<file path="config.mk">
export PLATFORM = sky130hd
export DESIGN_NAME = rotation_class_pair_classifier
export DESIGN_NICKNAME = d
export VERILOG_FILES = /design/src/rcpc_pkg.sv /design/src/rcpc_cell.sv /design/src/rotation_class_pair_classifier.sv
export SDC_FILE = /design/constraint.sdc
export NUM_CORES = 2
export LEC_CHECK = 0
export BUFFER_PORTS_ARGS = -buffer_cell sky130_fd_sc_hd__buf_2
export CAP_MARGIN = 5
export CORE_MARGIN = 5
export CORE_UTILIZATION = 45
export DETAILED_ROUTE_END_ITERATION = 10
export GPL_ROUTABILITY_DRIVEN = 1
export SKIP_CTS_REPAIR_TIMING = 1
export SLEW_MARGIN = 20
export SYNTH_ARGS = -nofsm -noshare
export SYNTH_HDL_FRONTEND = slang
export SYNTH_SLANG_ARGS = --single-unit
export TNS_END_PERCENT = 20
</file>
<file path="constraint.sdc">
create_clock -name clk -period 2.73 [get_ports clk]
set_clock_uncertainty 0.1 [all_clocks]
set_input_delay 0 -clock clk [delete_from_list [all_inputs] [get_ports clk]]
set_output_delay 0 -clock clk [all_outputs]
set_load 0.005 [all_outputs]
</file>
<file path="src/rcpc_pkg.sv">
`default_nettype none
// ----------------------------------------------------------------------------
// rcpc_pkg
// Shared widths, the per-stage item record and rotation helpers for the
// rotation class pair classifier.
// ----------------------------------------------------------------------------
package rcpc_pkg;

  localparam int WORD_BITS   = 21;
  localparam int SIG_SHIFTS  = 10;
  localparam int FOLD_BITS   = 7;
  localparam int WEIGHT_BITS = 5;
  localparam int CELL_COUNT  = WORD_BITS - 1;
  localparam int LATENCY     = WORD_BITS + 1;

  typedef logic [WORD_BITS-1:0]   word_t;
  typedef logic [FOLD_BITS-1:0]   fold_t;
  typedef logic [SIG_SHIFTS-1:0]  sig_t;
  typedef logic [WEIGHT_BITS-1:0] weight_t;

  typedef struct packed {
    word_t   word_l;
    word_t   word_r;
    word_t   best_l;
    word_t   best_r;
    fold_t   fold_l;
    fold_t   fold_r;
    fold_t   fbest_l;
    fold_t   fbest_r;
    weight_t weight;
    sig_t    sig_l;
    sig_t    sig_r;
  } stage_t;

  function automatic word_t rot_word(word_t w, int k);
    return (w << k) | (w >> (WORD_BITS - k));
  endfunction

  function automatic fold_t rot_fold(fold_t w, int k);
    return (w << k) | (w >> (FOLD_BITS - k));
  endfunction

  function automatic fold_t fold_word(word_t w);
    fold_t f;
    for (int r = 0; r < FOLD_BITS; r++) begin
      f[r] = w[r] ^ w[r + FOLD_BITS] ^ w[r + 2 * FOLD_BITS];
    end
    return f;
  endfunction

endpackage
`default_nettype wire

</file>
<file path="src/rcpc_cell.sv">
`default_nettype none
// ----------------------------------------------------------------------------
// rcpc_cell
// One link of the rotation chain: tries rotation by SHIFT against the running
// minimum, adds a weight bit and, for SHIFT up to SIG_SHIFTS, a signature bit.
// ----------------------------------------------------------------------------
module rcpc_cell #(
  parameter int SHIFT      = 1,
  parameter int SIG_SHIFTS = rcpc_pkg::SIG_SHIFTS
) (
  input  wire logic            clk,
  input  wire logic            rst_n,
  input  wire logic            valid_i,
  input  wire rcpc_pkg::stage_t d_i,
  output logic                 valid_o,
  output rcpc_pkg::stage_t     d_o
);

  localparam int  FOLD_SHIFT = SHIFT % rcpc_pkg::FOLD_BITS;
  localparam bit  HAS_SIG    = (SHIFT <= SIG_SHIFTS);
  localparam int  SIG_IDX    = HAS_SIG ? SHIFT - 1 : 0;

  rcpc_pkg::stage_t d_nxt;
  rcpc_pkg::stage_t d_r;
  logic             valid_r;
  rcpc_pkg::word_t  rot_l;
  rcpc_pkg::word_t  rot_r;
  rcpc_pkg::fold_t  frot_l;
  rcpc_pkg::fold_t  frot_r;

  always_comb begin
    rot_l  = rcpc_pkg::rot_word(d_i.word_l, SHIFT);
    rot_r  = rcpc_pkg::rot_word(d_i.word_r, SHIFT);
    frot_l = rcpc_pkg::rot_fold(d_i.fold_l, FOLD_SHIFT);
    frot_r = rcpc_pkg::rot_fold(d_i.fold_r, FOLD_SHIFT);
    d_nxt  = d_i;
    if (rot_l < d_i.best_l) begin
      d_nxt.best_l = rot_l;
    end
    if (rot_r < d_i.best_r) begin
      d_nxt.best_r = rot_r;
    end
    if (frot_l < d_i.fbest_l) begin
      d_nxt.fbest_l = frot_l;
    end
    if (frot_r < d_i.fbest_r) begin
      d_nxt.fbest_r = frot_r;
    end
    d_nxt.weight = d_i.weight + rcpc_pkg::WEIGHT_BITS'(d_i.word_l[SHIFT]);
    if (HAS_SIG) begin
      d_nxt.sig_l[SIG_IDX] = ^(d_i.word_l & rot_l);
      d_nxt.sig_r[SIG_IDX] = ^(d_i.word_r & rot_r);
    end
  end

  always_ff @(posedge clk) begin
    if (!rst_n) begin
      valid_r <= 1'b0;
    end else begin
      valid_r <= valid_i;
    end
  end

  always_ff @(posedge clk) begin
    d_r <= d_nxt;
  end

  assign valid_o = valid_r;
  assign d_o     = d_r;

endmodule
`default_nettype wire

</file>
<file path="src/rotation_class_pair_classifier.sv">
`default_nettype none
// Path: an accepted item passes one capture stage, twenty rotation cells and one
// output register before its result is strobed.
// Throughput: one item per cycle; busy stays low and a new item may enter
// every cycle. Results cannot be stalled by the receiver.
// Reset: synchronous, active low; clears all valid bits, in-flight items drop.
// ----------------------------------------------------------------------------
// rotation_class_pair_classifier
// Canonical rotation, folded rotation and autocorrelation parity signature of
// a pair of words and the left word's weight, through a chain of rotation cells.
// ----------------------------------------------------------------------------
module rotation_class_pair_classifier #(
  parameter int SIG_SHIFTS = rcpc_pkg::SIG_SHIFTS
) (
  input  wire logic                       clk,
  input  wire logic                       rst_n,
  input  wire logic                       start,
  output logic                            busy,
  input  wire logic [20:0]                in_left_word,
  input  wire logic [20:0]                in_right_word,
  output logic                            out_strobe,
  output logic                            out_compatible,
  output logic [20:0]                     out_canonical_left,
  output logic [20:0]                     out_canonical_right,
  output logic [6:0]                      out_folded_left,
  output logic [6:0]                      out_folded_right,
  output logic [4:0]                      out_left_ones,
  output logic [9:0]                      out_left_signature,
  output logic [9:0]                      out_right_signature
);

  localparam int N = rcpc_pkg::CELL_COUNT;

  rcpc_pkg::stage_t s0_nxt;
  rcpc_pkg::stage_t s0_r;
  logic             s0_valid_r;
  rcpc_pkg::stage_t chain_d [0:N];
  logic             chain_v [0:N];
  rcpc_pkg::stage_t last_d;
  logic             out_strobe_r;
  logic             out_compatible_r;
  rcpc_pkg::word_t  out_canonical_left_r;
  rcpc_pkg::word_t  out_canonical_right_r;
  rcpc_pkg::fold_t  out_folded_left_r;
  rcpc_pkg::fold_t  out_folded_right_r;
  rcpc_pkg::weight_t out_left_ones_r;
  rcpc_pkg::sig_t   out_left_signature_r;
  rcpc_pkg::sig_t   out_right_signature_r;

  assign busy = 1'b0;

  always_comb begin
    s0_nxt         = '0;
    s0_nxt.word_l  = in_left_word;
    s0_nxt.word_r  = in_right_word;
    s0_nxt.best_l  = in_left_word;
    s0_nxt.best_r  = in_right_word;
    s0_nxt.fold_l  = rcpc_pkg::fold_word(in_left_word);
    s0_nxt.fold_r  = rcpc_pkg::fold_word(in_right_word);
    s0_nxt.fbest_l = s0_nxt.fold_l;
    s0_nxt.fbest_r = s0_nxt.fold_r;
    s0_nxt.weight  = rcpc_pkg::WEIGHT_BITS'(in_left_word[0]);
  end

  always_ff @(posedge clk) begin
    if (!rst_n) begin
      s0_valid_r <= 1'b0;
    end else begin
      s0_valid_r <= start && !busy;
    end
  end

  always_ff @(posedge clk) begin
    s0_r <= s0_nxt;
  end

  assign chain_d[0] = s0_r;
  assign chain_v[0] = s0_valid_r;

  for (genvar g = 1; g <= N; g++) begin : g_cell
    rcpc_cell #(
      .SHIFT     (g),
      .SIG_SHIFTS(SIG_SHIFTS)
    ) u_cell (
      .clk    (clk),
      .rst_n  (rst_n),
      .valid_i(chain_v[g-1]),
      .d_i    (chain_d[g-1]),
      .valid_o(chain_v[g]),
      .d_o    (chain_d[g])
    );
  end

  assign last_d = chain_d[N];

  always_ff @(posedge clk) begin
    if (!rst_n) begin
      out_strobe_r <= 1'b0;
    end else begin
      out_strobe_r <= chain_v[N];
    end
  end

  always_ff @(posedge clk) begin
    out_compatible_r      <= (last_d.sig_l == last_d.sig_r);
    out_canonical_left_r  <= last_d.best_l;
    out_canonical_right_r <= last_d.best_r;
    out_folded_left_r     <= last_d.fbest_l;
    out_folded_right_r    <= last_d.fbest_r;
    out_left_ones_r       <= last_d.weight;
    out_left_signature_r  <= last_d.sig_l;
    out_right_signature_r <= last_d.sig_r;
  end

  assign out_strobe          = out_strobe_r;
  assign out_compatible      = out_compatible_r;
  assign out_canonical_left  = out_canonical_left_r;
  assign out_canonical_right = out_canonical_right_r;
  assign out_folded_left     = out_folded_left_r;
  assign out_folded_right    = out_folded_right_r;
  assign out_left_ones       = out_left_ones_r;
  assign out_left_signature  = out_left_signature_r;
  assign out_right_signature = out_right_signature_r;

`ifndef NO_ASSERTIONS
  a_item_emerges: assert property (@(posedge clk) disable iff (!rst_n)
    (start && !busy) |-> ##(rcpc_pkg::LATENCY) out_strobe)
    else $error("accepted item did not produce a result");

  a_no_invented: assert property (@(posedge clk) disable iff (!rst_n)
    out_strobe |-> $past(start && !busy, rcpc_pkg::LATENCY))
    else $error("result without a matching accepted item");

  a_compat_sig: assert property (@(posedge clk) disable iff (!rst_n)
    out_strobe |-> (out_compatible == (out_left_signature == out_right_signature)))
    else $error("compatible flag disagrees with signatures");

  a_weight_range: assert property (@(posedge clk) disable iff (!rst_n)
    out_strobe |-> (out_left_ones <= 5'(rcpc_pkg::WORD_BITS)))
    else $error("weight out of range");
`endif

endmodule
`default_nettype wire
</file>
Word-level counts from Yosys, hierarchy flattened
Cells that the tools add are included.
{"block": "word_totals", "romBits": 0, "reg_bits": 2749, "word_cells": 576, "ramBits": 0, "input_bits": 45, "output_inout_bits": 84, "memories": 0, "latch_bits": 0}
{"block": "classes", "n_div": 0, "mul": 0, "addsub": 20, "reduce_logical": 20, "n_mux": 80, "magnitude_cmp": 80, "bitwise_logic": 124, "n_eq_ne": 1, "n_shift": 0}
{"cell": "21-bit < comparator", "n": 40}
{"cell": "21-bit 2-to-1 mux", "n": 40}
{"cell": "21-bit bitwise AND", "n": 20}
{"cell": "21-bit XOR reduction", "n": 20}
{"cell": "7-bit < comparator", "n": 40}
{"cell": "7-bit 2-to-1 mux", "n": 40}
{"cell": "5-bit by 1-bit adder with 5-bit output", "n": 16}
{"cell": "21-bit by 1-bit bitwise OR with 21-bit output", "n": 2}
{"cell": "21-bit by 10-bit bitwise OR with 21-bit output", "n": 2}
{"cell": "21-bit by 11-bit bitwise OR with 21-bit output", "n": 2}
{"cell": "21-bit by 12-bit bitwise OR with 21-bit output", "n": 2}
{"cell": "21-bit by 13-bit bitwise OR with 21-bit output", "n": 2}
{"cell": "21-bit by 14-bit bitwise OR with 21-bit output", "n": 2}
{"cell": "21-bit by 15-bit bitwise OR with 21-bit output", "n": 2}
{"cell": "21-bit by 16-bit bitwise OR with 21-bit output", "n": 2}
{"cell": "21-bit by 17-bit bitwise OR with 21-bit output", "n": 2}
{"cell": "21-bit by 18-bit bitwise OR with 21-bit output", "n": 2}
{"cell": "21-bit by 19-bit bitwise OR with 21-bit output", "n": 2}
{"cell": "21-bit by 2-bit bitwise OR with 21-bit output", "n": 2}
{"cell": "21-bit by 20-bit bitwise OR with 21-bit output", "n": 2}
{"cell": "21-bit by 3-bit bitwise OR with 21-bit output", "n": 2}
{"cell": "21-bit by 4-bit bitwise OR with 21-bit output", "n": 2}
{"cell": "21-bit by 5-bit bitwise OR with 21-bit output", "n": 2}
{"cell": "21-bit by 6-bit bitwise OR with 21-bit output", "n": 2}
{"cell": "other kinds (15)", "n": 75}

Longest topological paths before layout
{"block": "logic_depth", "word_depth": 3, "depth_mapped": 9, "ltp_nobuf": 8}

Modules after synthesis
From an unflattened synthesis, not the netlist that was laid out.
{"block": "hier_totals", "hier_cells": 9564, "area_unflattened_um2": 110604.8}
{"mod": "rcpc_cell (g_cell[11].u_cell ...)", "cells_per_inst": 478, "instances": 10, "seq_area_each_um2": 2762.6, "area_each_um2": 5297.6}
{"mod": "rcpc_cell (g_cell[7].u_cell)", "cells_per_inst": 506, "instances": 1, "seq_area_each_um2": 2762.6, "area_each_um2": 5641.7}
{"mod": "rcpc_cell (g_cell[2].u_cell)", "cells_per_inst": 457, "instances": 1, "seq_area_each_um2": 2762.6, "area_each_um2": 5455.2}
{"mod": "rcpc_cell (g_cell[10].u_cell)", "cells_per_inst": 456, "instances": 1, "seq_area_each_um2": 2762.6, "area_each_um2": 5450.2}
{"mod": "rcpc_cell (g_cell[1].u_cell)", "cells_per_inst": 450, "instances": 1, "seq_area_each_um2": 2762.6, "area_each_um2": 5440.2}
{"mod": "rcpc_cell (g_cell[3].u_cell)", "cells_per_inst": 456, "instances": 1, "seq_area_each_um2": 2762.6, "area_each_um2": 5430.2}
{"mod": "rcpc_cell (g_cell[9].u_cell)", "cells_per_inst": 454, "instances": 1, "seq_area_each_um2": 2762.6, "area_each_um2": 5429.0}
{"mod": "rcpc_cell (g_cell[6].u_cell)", "cells_per_inst": 456, "instances": 1, "seq_area_each_um2": 2762.6, "area_each_um2": 5417.7}
{"mod": "rcpc_cell (g_cell[4].u_cell)", "cells_per_inst": 452, "instances": 1, "seq_area_each_um2": 2762.6, "area_each_um2": 5406.4}
{"mod": "rcpc_cell (g_cell[5].u_cell)", "cells_per_inst": 457, "instances": 1, "seq_area_each_um2": 2762.6, "area_each_um2": 5406.4}
{"mod": "rcpc_cell (g_cell[8].u_cell)", "cells_per_inst": 455, "instances": 1, "seq_area_each_um2": 2762.6, "area_each_um2": 5367.6}
{"mod": "rotation_class_pair_classifier", "cells_per_inst": 185, "instances": 1, "seq_area_each_um2": 2802.7, "area_each_um2": 3184.3}

Least setup slack after synthesis
OpenSTA, ideal clock, no wires.
{"block": "synth_path", "kind": "register to register", "start": "register s0_r (netlist bit chain_d[2826])", "end": "register g_cell[1].u_cell.d_r (netlist bit g_cell[1].u_cell.d_o[75])", "path_buffers": 1, "path_stages_with_launch": 10, "arrival_ns": 2.184, "synth_period_minus_slack_ns": 2.404, "setup_time_ns": 0.121, "path_slack_ns": 0.326, "required_ns": 2.509, "cell_sequence": "dfxtp_1 > inv_1 > ha_1 > a21oi_1 > o21ai_0 > a2111oi_0 > o21ai_0 > a21oi_1 > buf_4 > mux2_2"}
{"element": "start, declared", "line": "rotation_class_pair_classifier.sv:35", "rtl": "rcpc_pkg::stage_t s0_r;"}
{"element": "start signal, assigned", "line": "rotation_class_pair_classifier.sv:74", "rtl": "s0_r <= s0_nxt;"}
{"element": "end signal, assigned", "line": "rcpc_cell.sv:65", "rtl": "d_r <= d_nxt;"}
{"element": "end, declared", "line": "rcpc_cell.sv:24", "rtl": "rcpc_pkg::stage_t d_r;"}

==> out/qor.csv <==
stage,metric,value,unit
grt,overall track demand over capacity in global routing,0.175,
finish,"most common cell after layout, fill and taps aside",dfxtp_1,
yosys,mean cell area of the mapped netlist,11.1,um2
critical_path,crit path DAT,3.30,ns
route,drt first-iter violations,3322,
route,number of vias after detailed routing,70700,
critical_path,maximum net fanout on the critical path,10,
critical_path,Bufs and invs on worst path,2,
yosys,cell area after synthesis,108000,um2
yosys,share of async-settable or async-resettable flops after synthesis,0,
placed_design,weighted congestion at the end of routability-driven global placement,0.893,
critical_path,depth of the worst register-to-register path,9,
route,Antenna Violating Nets Remaining,0,
yosys,fraction of the yosys area taken by sequential cells,0.510,
placed_design,number of instances in the placed design,12900,
cts,clock tree from TritonCTS,done,
yosys,most used flip-flop cell after synthesis,dfxtp_1,
timing,final max-slew violation count,0,
yosys,Mapped Cells,9680,
timing,period utilisation layout,0.969,
yosys,combinational family with the most area after synthesis,adder cells,
grt,first-pass GRT wire length,368000,um
critical_path,Most Frequent Cell on Critical Path,o21ai_0,
floorplanning,area inside the core boundary,238000,um2
pwr,Final Power,154,mW
critical_path,minimum setup slack among reg-to-reg paths,0.08,ns
yosys,adder-cell share of the synthesized area,0.130,
cts,CTS sink cnt,2748,
placed_design,placement-stage worst setup slack,-0.116,ns
floorplanning,number of cell rows,179,
cts,number of levels the H-tree was split into,5,
yosys,fraction of synthesized area in multiplexers,0.0937,
timing,total count of hold-check failures in the final report,0,
finish,most used cells in the layout excluding fill and tap cells,"2,745 x dfxtp_1, 1,118 x ha_1, 1,065 x inv_1",
finish,fraction of final layout cells with drive strength greater than 1,0.159,
route,wire length per cell after detailed routing,16.6,um
min_path,Hold Path Depth,3,
critical_path,endpoint type of the worst setup path,register,
critical_path,launching element type of the critical path,register,
floorplanning,Die X-Extent,500,um
timing,RSZ-0062 raised after global routing,yes,
yosys,fraction of the mapped netlist area in simple logic gates,0.0640,
yosys,fraction of the mapped netlist area in compound gates,0.125,
min_path,type of the worst min-delay path,in2reg,
yosys,synthesized flop and latch total,2748,
yosys,post-synthesis cell type count,54,
critical_path,"slowest stage delay, CP",0.41,ns
finish,final cell area excluding filler cells,124000,um2
route,number of iterations in the first detailed-routing pass,8,
finish,final standard cell utilization of the core,0.522,
cts,Worst-path clk slew,0.06,ns
run,max-capacitance violation count,0,
yosys,xor-xnor portion of the synthesized cell area,0.0314,
finish,Finished Layout Cells,13500,
finish,count of nets after finishing,11300,
route,total wire length after detailed routing,225000,um
placed_design,placement-stage cell area,113000,um2
route,routed via count divided by cell count,5.23,
grt,pin count of the biggest net entering global routing,23,
placed_design,estimated wirelength of the detail-placed design,169000,um
critical_path,Crit path max-delay family,compound AO/OA/AOI/OAI gates,
floorplanning,die area,250000,um2
critical_path,sequence of cells on the critical path,inv_1 > ha_1 > a21oi_1 > o21ai_0 > a2111oi_0 > o21ai_0 > a21oi_2 > buf_4 > mux2_2,
timing,worst max-slew margin expressed relative to the limit,0.472,
timing,Tightest Pin Transition,0.787,ns
route,number of remaining DRC errors,0,
cts,Skew-Pair Late Insertion Delay,0.93,ns
pwr,power per standard cell area,1240,nW/um2
yosys,Post-synth EDFFs,0,
cts,number of buffers on the longest clock path,4,
placed_design,number of I/O port buffers,127,
critical_path,number of logic stages on the critical path including buffering,9,
grt,vias in the first global route,71600,
pwr,maximum vdd ir drop,0.533,mV
floorplanning,starting utilization of the core area,0.453,
status,result of the run,completed,
yosys,number of nets produced by synthesis,10800,
critical_path,Critical Path Slowest Stage Cell,a2111oi_0,
critical_path,endpoint required time on the critical path,3.39,ns
cts,Clock Root Buffer,clkbuf_16,
floorplanning,number of I/O pins,129,
critical_path,type of the setup path with the least slack,reg2reg,
finish,Layout Area Growth over Synthesis,15.2,%
floorplanning,die boundary height,500,um
timing,number of setup violations in the final report,0,
pwr,Leak Pwr,56.6,nW
grt,total gr overflow,0,
timing,worst setup margin,0.0848,ns
timing,post-layout min period,2.65,ns
cts,Num CTS Buffers,308,
grt,antenna violations before repair,2,
yosys,total of warnings raised by yosys,0,
timing,Fmax achieved,0.378,GHz
-- worst min-delay path: cells and delay by family --
family	cells	cell delay [ns]
buf+inv	3	1.19
-- cell usage after synthesis (18+ instances only) --
library cell | instances | area (um2)
a211o_1 | 38 | 333
nor2b_1 | 26 | 163
a211oi_2 | 35 | 438
mux2_2 | 812 | 9140
o211ai_1 | 252 | 1890
o21ai_0 | 179 | 896
a21o_1 | 280 | 2100
buf_4 | 37 | 278
nand2_1 | 272 | 1020
nand4_1 | 352 | 2200
o21ai_1 | 35 | 175
clkbuf_1 | 58 | 218
ha_1 | 1118 | 14000
nor2_1 | 175 | 657
a31oi_1 | 40 | 250
and2_1 | 22 | 138
buf_1 | 70 | 263
nand2b_1 | 74 | 463
o21a_1 | 40 | 300
a2111oi_0 | 40 | 350
dfxtp_1 | 2748 | 55000
a21oi_1 | 518 | 2590
nor3_1 | 22 | 110
a211oi_1 | 27 | 203
nand3_1 | 352 | 1760
o311ai_0 | 18 | 158
buf_2 | 44 | 220
xnor2_1 | 249 | 2180
xor2_1 | 138 | 1210
a311o_1 | 18 | 180
inv_1 | 1065 | 4000
mux2i_1 | 95 | 951
a41oi_1 | 22 | 193
a32o_1 | 262 | 2620
-- through the flow --
stage               setup TNS [ns]  hold slack [ns]
floorplan                        0          -0.0723
global placement             -1.41           0.0257
detailed placement           -2.22           0.0281
CTS                          -3.61           -0.973
global route                -0.110            0.165
finish                           0            0.207
-- state kept, by name, summed over array words and instances, names as in the netlist --
| name | count |
|---|---|
| out_folded_right | 7 |
| s0_valid_r | 1 |
| out_strobe | 1 |
| out_canonical_right | 21 |
| out_left_ones | 5 |
| out_right_signature | 10 |
| chain_d | 56 |
| out_left_signature | 10 |
| out_canonical_left | 21 |
| g_cell.u_cell.d_o | 2588 |
| g_cell.u_cell.valid_o | 20 |
| out_folded_left | 7 |
| out_compatible | 1 |
-- layer usage --
metal	global-route usage	vias up	wire length, um
met3	0.0261	575	7090
li1	-	35500	-
met5	0	-	0
met2	0.319	1325	113000
met1	0.201	33300	94500
met4	0.0819	0	10900
-- cell families (layout without fill, tap and decap cells) --
logic type,Yosys count,in the layout
and+or+nand+nor,1345,1345
DFF,2748,2748
buffers and inverters,1276,1964
adders and majority gates,1121,1121
AOI/OAI and AO/OA,1894,1894
xor gates and xnor gates,387,387
other,1,4
muxes,908,908
-- report_power, final --
part / switching [mW] / total, mW / leakage (nW) / internal [mW]
sequential: 8.79 / 62.2 / 23.2 / 53.5
combinational: 26.3 / 50.0 / 28.3 / 23.7
clock: 15.6 / 41.4 / 5.10 / 25.8
total: 50.7 / 154 / 56.6 / 103
-- area by class of cell --
class	count	area (um2)
timing repair buffer	369	2940
antenna	3	7.51
multi-input combinational	5656	48000
inverter	1065	4000
sequential	2748	55000
clock buffer	423	8930
clock inverter	107	1450
tap	3167	3960
fill	20700	114000
-- path summary, 6_finish.rpt --
kind	start	endpoint
worst min register to register	g_cell[16].u_cell.d_o[8]$_DFF_P_	g_cell[17].u_cell.d_o[8]$_DFF_P_
worst max-delay path	g_cell[14].u_cell.d_o[65]$_DFF_P_	g_cell[15].u_cell.d_o[70]$_DFF_P_
worst min-delay path	in_right_word[6]	chain_d[2799]$_DFF_P_
worst max register to register	g_cell[14].u_cell.d_o[65]$_DFF_P_	g_cell[15].u_cell.d_o[70]$_DFF_P_
Power figures use the tool's default switching activity.
